## src/hw/rtl/ffra_pkg.sv

```systemverilog
`default_nettype none

package ffra_pkg;

    // Fixed widths of the item fields
    localparam int unsigned FIELD_W    = 24;
    localparam int unsigned STATUS_W   = 3;
    // Widest cell index for the largest supported table
    localparam int unsigned POS_MAX_W  = 10;

    // Defaults of the top-level parameters
    localparam int unsigned MAX_ENTRIES_DEF = 64;
    localparam int unsigned ADDR_BITS_DEF   = 24;

    // Reset value of the capacity register
    localparam logic [FIELD_W-1:0] CAP_RESET = 24'hFFFFFF;

    // Result status codes
    localparam logic [STATUS_W-1:0] STAT_OK            = 3'd0;
    localparam logic [STATUS_W-1:0] STAT_NO_SPACE      = 3'd1;
    localparam logic [STATUS_W-1:0] STAT_TABLE_FULL    = 3'd2;
    localparam logic [STATUS_W-1:0] STAT_NOT_FOUND     = 3'd3;
    localparam logic [STATUS_W-1:0] STAT_SIZE_MISMATCH = 3'd4;
    localparam logic [STATUS_W-1:0] STAT_ZERO_SIZE     = 3'd5;

    // Request type codes
    localparam logic REQ_ALLOC = 1'b0;
    localparam logic REQ_FREE  = 1'b1;

    // Controller states
    typedef enum logic [1:0] {
        S_IDLE,
        S_SCAN,
        S_EDIT,
        S_RESP
    } state_t;

    // What every cell of the chain does this cycle
    typedef enum logic [1:0] {
        OP_HOLD,
        OP_ROT,
        OP_INS,
        OP_DEL
    } cell_op_t;

    typedef struct packed {
        cell_op_t               op;
        logic [POS_MAX_W-1:0]   pos;
    } cell_ctl_t;

endpackage

`default_nettype wire

```

## src/hw/rtl/ffra_cell.sv

```systemverilog
`default_nettype none

module ffra_cell #(
    parameter int unsigned AW  = ffra_pkg::ADDR_BITS_DEF,
    parameter int unsigned IDX = 0
) (
    input  wire logic               clk,
    input  wire ffra_pkg::cell_ctl_t ctl,
    input  wire logic [AW-1:0]      left_start,
    input  wire logic [AW-1:0]      left_len,
    input  wire logic [AW-1:0]      right_start,
    input  wire logic [AW-1:0]      right_len,
    input  wire logic [AW-1:0]      new_start,
    input  wire logic [AW-1:0]      new_len,
    output logic [AW-1:0]           start,
    output logic [AW-1:0]           len
);

    localparam logic [ffra_pkg::POS_MAX_W-1:0] MY_IDX = ffra_pkg::POS_MAX_W'(IDX);

    logic [AW-1:0] start_reg, start_next;
    logic [AW-1:0] len_reg, len_next;

    // Pick the source of this entry: keep, neighbor or new range
    always_comb
    begin
        start_next = start_reg;
        len_next   = len_reg;
        case (ctl.op)
            ffra_pkg::OP_ROT:
            begin
                start_next = right_start;
                len_next   = right_len;
            end
            ffra_pkg::OP_INS:
            begin
                if (MY_IDX > ctl.pos)
                begin
                    start_next = left_start;
                    len_next   = left_len;
                end
                else if (MY_IDX == ctl.pos)
                begin
                    start_next = new_start;
                    len_next   = new_len;
                end
            end
            ffra_pkg::OP_DEL:
            begin
                if (MY_IDX >= ctl.pos)
                begin
                    start_next = right_start;
                    len_next   = right_len;
                end
            end
            default:
            begin
                start_next = start_reg;
                len_next   = len_reg;
            end
        endcase
    end

    always_ff @(posedge clk)
    begin
        start_reg <= start_next;
        len_reg   <= len_next;
    end

    assign start = start_reg;
    assign len   = len_reg;

endmodule

`default_nettype wire

```

## config.mk

```make
export PLATFORM = sky130hd
export DESIGN_NAME = ffra_cell
export DESIGN_NICKNAME = d
export VERILOG_FILES = /design/src/hw/rtl/ffra_pkg.sv /design/src/hw/rtl/ffra_cell.sv
export SDC_FILE = /design/constraint.sdc
export NUM_CORES = 1
export LEC_CHECK = 0
export BUFFER_PORTS_ARGS = -buffer_cell sky130_fd_sc_hd__buf_4
export CAP_MARGIN = 15
export CORE_MARGIN = 2
export CORE_UTILIZATION = 36
export DETAILED_ROUTE_END_ITERATION = 7
export GPL_TIMING_DRIVEN = 0
export PLACE_DENSITY = 0.8
export SLEW_MARGIN = 40
export SYNTH_ARGS = -nofsm -noshare
export SYNTH_HDL_FRONTEND = slang
export SYNTH_SLANG_ARGS = --single-unit
```

## constraint.sdc

```tcl
create_clock -name clk -period 5.8 [get_ports clk]
set_clock_uncertainty 0.15 [all_clocks]
set_input_delay 0.29 -clock clk [delete_from_list [all_inputs] [get_ports clk]]
set_output_delay 0.29 -clock clk [all_outputs]
set_load 0.1 [all_outputs]
```

Word-level counts from Yosys, hierarchy flattened
Cells that the tools add are included.

word-level totals
  bits in registers = 48
  bits of input ports = 157
  word-level logic and storage cells = 20

cells by class
  order comparisons = 2
  mux-type cells = 8
  reductions and logical operators = 3
  equality and inequality tests = 5

operator list
  operator               number
  $mux W24               6
  $pmux W24 S3           2
  $ge A1 B10 Y1 const A  1
  $gt A1 B10 Y1 const A  1
  $logic_not A10 Y1      1
  $eq A2 B2 Y1 const B   2
  $ne A3 B3 Y1 const B   1
  $reduce_and A3 Y1      1
  $reduce_bool A3 Y1     1
  $eq A2 B1 Y1 const B   1
  $ne A2 B2 Y1 const B   1

Logic depth before layout (Yosys ltp)
Gate-level depths: netlist (run 1).

  word-level depth = 4
  gate-level depth with buffers = 5
  depth with buffers taken out = 3

Least setup slack after synthesis (run 1)
No wires, ideal clock.

  path kind = in2reg
  start = input port ctl[10] in the netlist's numbering
  end = register len_reg[0], in the netlist len[0], enable pin
  data required time = 5130 ps
  slack = 1402 ps
  data arrival time = 3728 ps
  cell stages on the path = 2
  buffers on the path = 0
  path through = inv_1 -> o21ai_0

on the way
  word-level cells in the longest chain between the ends = 3
  elaborated cells between the ends (all ways) = 7
  classes of those cells = eq/ne: 5; reduce/logical: 2

RTL lines
  what                                                         RTL line         RTL
  start: declaration                                           ffra_cell.sv:8   input wire ffra_pkg::cell_ctl_t ctl,
  $eq A2 B2 Y1 / $eq A2 B1 Y1 (equally long branches)          ffra_cell.sv:29  case (ctl.op)
  $ne A3 B3 Y1 (no source line), or another cell as far along  --
  $reduce_and A3 Y1 (no source line) (*)                       --
  end signal: assignment                                       ffra_cell.sv:67  len_reg <= len_next;
  end: declaration                                             ffra_cell.sv:22  logic [AW-1:0] len_reg, len_next;

Mark *: on every way between the ends. The rest lies on a longest branch, timed or not.
A chain may end at the register's enable or synchronous reset.

Worst setup path after layout (run 1)
  start = input port ctl[4] in the netlist's numbering
  end = register start_reg[3], in the netlist start[3], enable pin

on the way
  word-level cells in the longest chain between the ends = 3
  elaborated cells between the ends (all ways) = 6
  classes of those cells = order compare: 2; eq/ne: 2; reduce/logical: 2

RTL lines
  what                                                                  RTL line         RTL
  $gt A1 B10 Y1, or another cell as far along                           ffra_cell.sv:37  if (MY_IDX > ctl.pos)
  $ne A3 B3 Y1 (no source line) / $ne A2 B2 Y1 (equally long branches)  --
  $reduce_and A3 Y1 (no source line) (*)                                --
  end signal: assignment                                                ffra_cell.sv:66  start_reg <= start_next;
  end: declaration                                                      ffra_cell.sv:21  logic [AW-1:0] start_reg, start_next;

Marked as above.

==> results of run 1 <==
## routing by layer
metal	wire length (um)	vias to the layer above	global-route usage
met1	1650	689	0.167
met4	44	0	0.0492
met2	2440	100	0.241
li1	-	751	-
met3	634	4	0.0733
met5	0	-	0
## power groups by stage
| stage | Combinational [mW] | Sequential, mW | Clock [mW] |
|---|---|---|---|
| final | 0.331 | 0.419 | 0.232 |
| after global routing | 0.343 | 0.421 | 0.259 |
| after CTS | 0.334 | 0.419 | 0.241 |
| after detailed placement | 0.333 | 0.427 | 0 |
| after global placement | 0.327 | 0.429 | 0 |
| after floorplan | 0.0476 | 0.610 | 0 |
## metrics by stage
stage	hold WS, ps	utilization
2_1_floorplan	357	-
3_3_place_gp	441	0.585
3_5_place_dp	443	0.592
4_1_cts	128	0.610
5_1_grt	122	0.610
6_report	142	0.610
## kinds of logic (layout without fill, tap and decap cells)
logic type | Yosys count | count (layout) | synth area share
DFF | 48 | 48 | 0.675
and+or+nand+nor | 5 | 5 | 0.0123
buffers and inverters | 6 | 172 | 0.0223
AOI/OAI and AO/OA | 1 | 1 | 0.00234
muxes | 48 | 48 | 0.288
## synthesized netlist by cell type (all sizes together)
library cell / instances / area, um2
buf: 5 / 43.8
nand4: 1 / 6.26
inv: 1 / 3.75
nor4: 2 / 12.5
edfxtp: 48 / 1440
o21ai: 1 / 5.00
nor2: 1 / 3.75
mux2: 48 / 616
nand2: 1 / 3.75
## worst max-delay path: stages
cell	delay [ps]
buf_4	110
nor4_1	280
nand4_1	200
o21ai_4	230
buf_8	250
## path summary, 6_finish.rpt
| kind | cells past startpoint | startpoint | slack [ps] | endpoint |
|---|---|---|---|---|
| setup / recovery | 5 | ctl[4] | 4290 | start[3]$_DFFE_PP_ |
| hold / removal | 2 | right_start[15] | 140 | start[15]$_DFFE_PP_ |
## placed cells by master (no fill, tap or decap)
cell,count
buf_4,156
edfxtp_1,48
mux2_2,28
mux2_4,20
clkbuf_8,5
buf_6,3
buf_2,2
nor4_1,2
buf_8,2
inv_1,1
nand2_1,1
nor2_1,1
nand4_1,1
o21ai_4,1
clkbuf_1,1
clkinv_2,1
bufinv_16,1
## layout make-up
type                            instances  area, um2
Sequential cell                        48       1440
Tap cell                               75       93.8
Timing Repair Buffer                  158       1200
Clock buffer                            6       72.6
Multi-Input combinational cell         54        658
Inverter                                1       3.75
Clock inverter                          2       35.0
Buffer                                  5       43.8
Fill cell                             454       2270
==> impl_metrics.py, run 1 <==
metrics = {
    "synthesis": {
        "synth_cell_types": 11,
        "syn_area_mm2": 0.00214,
        "netlist_instances": 108,
        "synthesis.nets": 265,
        "yosysWarnings": 0,
        "yosysSeqAreaShare": 0.675,
        "avgSynthCellArea_um2": 19.8,
        "ys_seq_elements": 48,
    },
    "placement": {
        "hpwl_um": 3910,
        "port-buffer-count": 156,
        "place_congestion": 0.746,
        "dp_cells": 341,
        "place_worst_setup_slack_ps": 3970,
        "placed_area_mm2": 0.00344,
    },
    "power": {
        "p_int_mw": 0.650,
        "switching_share": 0.337,
        "ir_drop_uv": 151,
        "power_switching_mw": 0.331,
        "power_leakage_nw": 1.60,
        "power.density_mw_per_mm2": 276,
        "p_seq_frac": 0.427,
        "total_power_mw": 0.981,
        "clock_power_share": 0.236,
        "p_comb_frac": 0.337,
    },
    "global_route": {
        "antenna_found_initial": 0,
        "grt_usage": 0.147,
        "grt_pass1_vias": 1539,
        "globalRouteOverflowTotal": 0,
        "grt_max_degree": 21,
        "grt_pass1_wl_um": 7130,
    },
    "detailed_routing": {
        "drtIter0Drc": 51,
        "first_pass_iters": 4,
        "wl_per_cell_um": 13.6,
        "via_per_inst": 4.42,
        "wirelength_um": 4760,
        "detail-route-antenna-nets": 0,
        "vias": 1544,
        "drc": 0,
    },
    "critical_path": {
        "critical_path_class": "in -> reg",
        "cp.arrival_ps": 1360,
        "critPathRequiredTime_ps": 5650,
        "critPathCaptureType": "register",
        "cp-start-kind": "input port",
        "cp_max_fo": 20,
    },
    "floorplanning": {
        "die-area_mm2": 0.00657,
        "core-area_mm2": 0.00582,
        "die_x_um": 81.0,
        "num_io_pins": 205,
        "fp-row-count": 28,
        "die_y_um": 81.0,
        "initial_core_util": 0.367,
    },
    "clock_network": {
        "postCtsSetupRepairBufs": 0,
        "clk_pin_slew_ps": 80,
        "clk_path_buf_depth": 2,
        "h-tree-depth": 2,
        "root_buffer": "clkbuf_8",
        "cts_sinks": 48,
        "ctsHoldBuffers": 0,
        "cts_tree": "built",
        "cts_made_buffers": 5,
        "cts_resized": 0,
    },
    "finish": {
        "final_cell_count_no_fill": 349,
        "diodes": 0,
        "syn2layout_area_growth_pct": 66.2,
        "fin_area_mm2": 0.00355,
        "nNetsFinal": 430,
        "drive_above_1_share": 0.799,
    },
    "sta": {
        "fin_tns_setup_ps": 0,
        "max_freq_ghz": 0.663,
        "period_share": 0.260,
        "slew_violations": 0,
        "hold_viol_final": 0,
        "fin_crit_ps": 1510,
        "worst_slew_pin_slew_ps": 446,
        "maxSlewHeadroom": 0.702,
        "rsz0062_at_grt": "no",
        "setup_violations": 0,
        "setup_ws_ps": 4290,
    },
    "flow_run": {
        "maxCapViolations": 0,
    },
    "worst_hold_path": {
        "hold_path_class": "in -> reg",
    },
    "status": {
        "status": "finished, final reports clean",
    },
}
No activity file was read; power rests on OpenSTA's default activity.
==> inputs of run 2 (changes only) <==
Clock period 5.8 ns to 1.5 ns, I/O delays scaled along.
==> run 2 against run 1 <==
Sequential share of layout area is 8.8 points lower. Cell count up 28%. Clock-buffer cell count fell by 1. Clock power rose to 3.2 times the previous value. Critical path type unchanged. Critical endpoint is now len[15]$_DFFE_PP_. Largest power group unchanged.
==> impl_metrics.py, run 2 (same netlist as run 1, synthesis figures left out) <==
metrics = {
    "detailed_routing": {
        "drc": 0,
        "first_pass_iters": 4,
        "vias": 2068,
        "wl_per_cell_um": 18.0,
        "via_per_inst": 4.62,
        "drtIter0Drc": 98,
        "wirelength_um": 8050,
        "detail-route-antenna-nets": 0,
    },
    "critical_path": {
        "crit_top_cell": "buf_4",
        "critPathRequiredTime_ps": 1350,
        "critPathCaptureType": "register",
        "slowest_delay_ps": 400,
        "cp-start-kind": "input port",
        "cp.arrival_ps": 1240,
        "crit_buf_inv": 2,
        "crit_family": "simple AND/OR/NAND/NOR gates",
        "cp_max_fo": 8,
        "critical_path_class": "in -> reg",
        "slowest_stage": "nor4_1",
        "crit_chain": "buf_4 > nor4_1 > nand4_1 > o21ai_4 > buf_4",
    },
    "clock_network": {
        "clk_pin_slew_ps": 100,
        "cts_sinks": 48,
        "clk_path_buf_depth": 2,
        "h-tree-depth": 2,
        "cts_tree": "built",
        "cts_made_buffers": 5,
        "root_buffer": "clkbuf_8",
    },
    "power": {
        "power.density_mw_per_mm2": 864,
        "ir_drop_uv": 540,
        "power_leakage_nw": 2.01,
        "total_power_mw": 3.91,
    },
    "floorplanning": {
        "die_y_um": 81.0,
        "die-area_mm2": 0.00657,
        "num_io_pins": 205,
        "die_x_um": 81.0,
        "initial_core_util": 0.367,
        "fp-row-count": 28,
        "core-area_mm2": 0.00582,
    },
    "global_route": {
        "grt_pass1_vias": 2297,
        "antenna_found_initial": 0,
        "globalRouteOverflowTotal": 0,
        "grt_pass1_wl_um": 11600,
        "grt_usage": 0.246,
        "grt_max_degree": 19,
    },
    "sta": {
        "fin_tns_setup_ps": 0,
        "maxSlewHeadroom": 0.726,
        "period_share": 0.921,
        "rsz0062_at_grt": "no",
        "max_freq_ghz": 0.724,
        "slew_violations": 0,
        "hold_viol_final": 0,
        "setup_ws_ps": 118,
        "setup_violations": 0,
        "worst_slew_pin_slew_ps": 407,
        "fin_crit_ps": 1380,
    },
    "finish": {
        "diodes": 0,
        "layout_commonest_cell": "buf_4",
        "syn2layout_area_growth_pct": 112,
        "final_util": 0.778,
        "drive_above_1_share": 0.595,
        "nNetsFinal": 529,
        "layout_common_cells": "buf_4 (159), dlygate4sd3_1 (96), edfxtp_1 (48)",
    },
    "placement": {
        "place_worst_setup_slack_ps": -311,
        "place_congestion": 0.696,
        "hpwl_um": 4340,
        "port-buffer-count": 156,
    },
    "flow_run": {
        "maxCapViolations": 0,
    },
    "worst_hold_path": {
        "hold_path_class": "in -> reg",
    },
    "status": {
        "status": "finished, final reports clean",
    },
}
==> run 2: final cells by class <==
| cell class | instances | area (um2) |
|---|---|---|
| multi-input combinational | 54 | 658 |
| clock buffer | 5 | 68.8 |
| clock inverter | 3 | 18.8 |
| inverter | 1 | 3.75 |
| sequential | 48 | 1440 |
| tap | 75 | 93.8 |
| timing repair buffer | 257 | 2200 |
| buffer | 5 | 43.8 |
| fill | 323 | 1290 |
==> run 2: final timing paths <==
path,start,end,slack (ps),cells past startpoint
min,ctl[11],len[3]$_DFFE_PP_,40,2
max,ctl[9],len[15]$_DFFE_PP_,120,5
==> run 2: through the flow <==
step	instance area, um2	hold slack, ps	cells
after floorplan	2150	142	108
after global placement	3410	226	339
after detailed placement	3450	229	341
after CTS	4500	128	445
after global routing	4530	43.1	448
final	4530	41.6	448
==> run 2: what timing repair did <==
item,4_1_cts,5_1_grt
endpoints found under the setup margin,0,34
hold buffers,96,0
setup buffers,0,3
hold endpoints to repair,48,0
resized for setup,0,0
==> run 2: power breakdown <==
part / total, mW / internal (mW) / switching (mW)
sequential: 1.63 / 1.60 / 0.0314
combinational: 1.53 / 0.598 / 0.937
clock: 0.751 / 0.322 / 0.429
total: 3.91 / 2.52 / 1.40
==> run 2: routing by layer <==
layer,vias up,GRT usage,routed length (um)
li1,951,-,-
met1,964,0.275,3020
met2,135,0.426,3950
met3,18,0.0911,864
met4,0,0.0966,212
met5,-,0,0
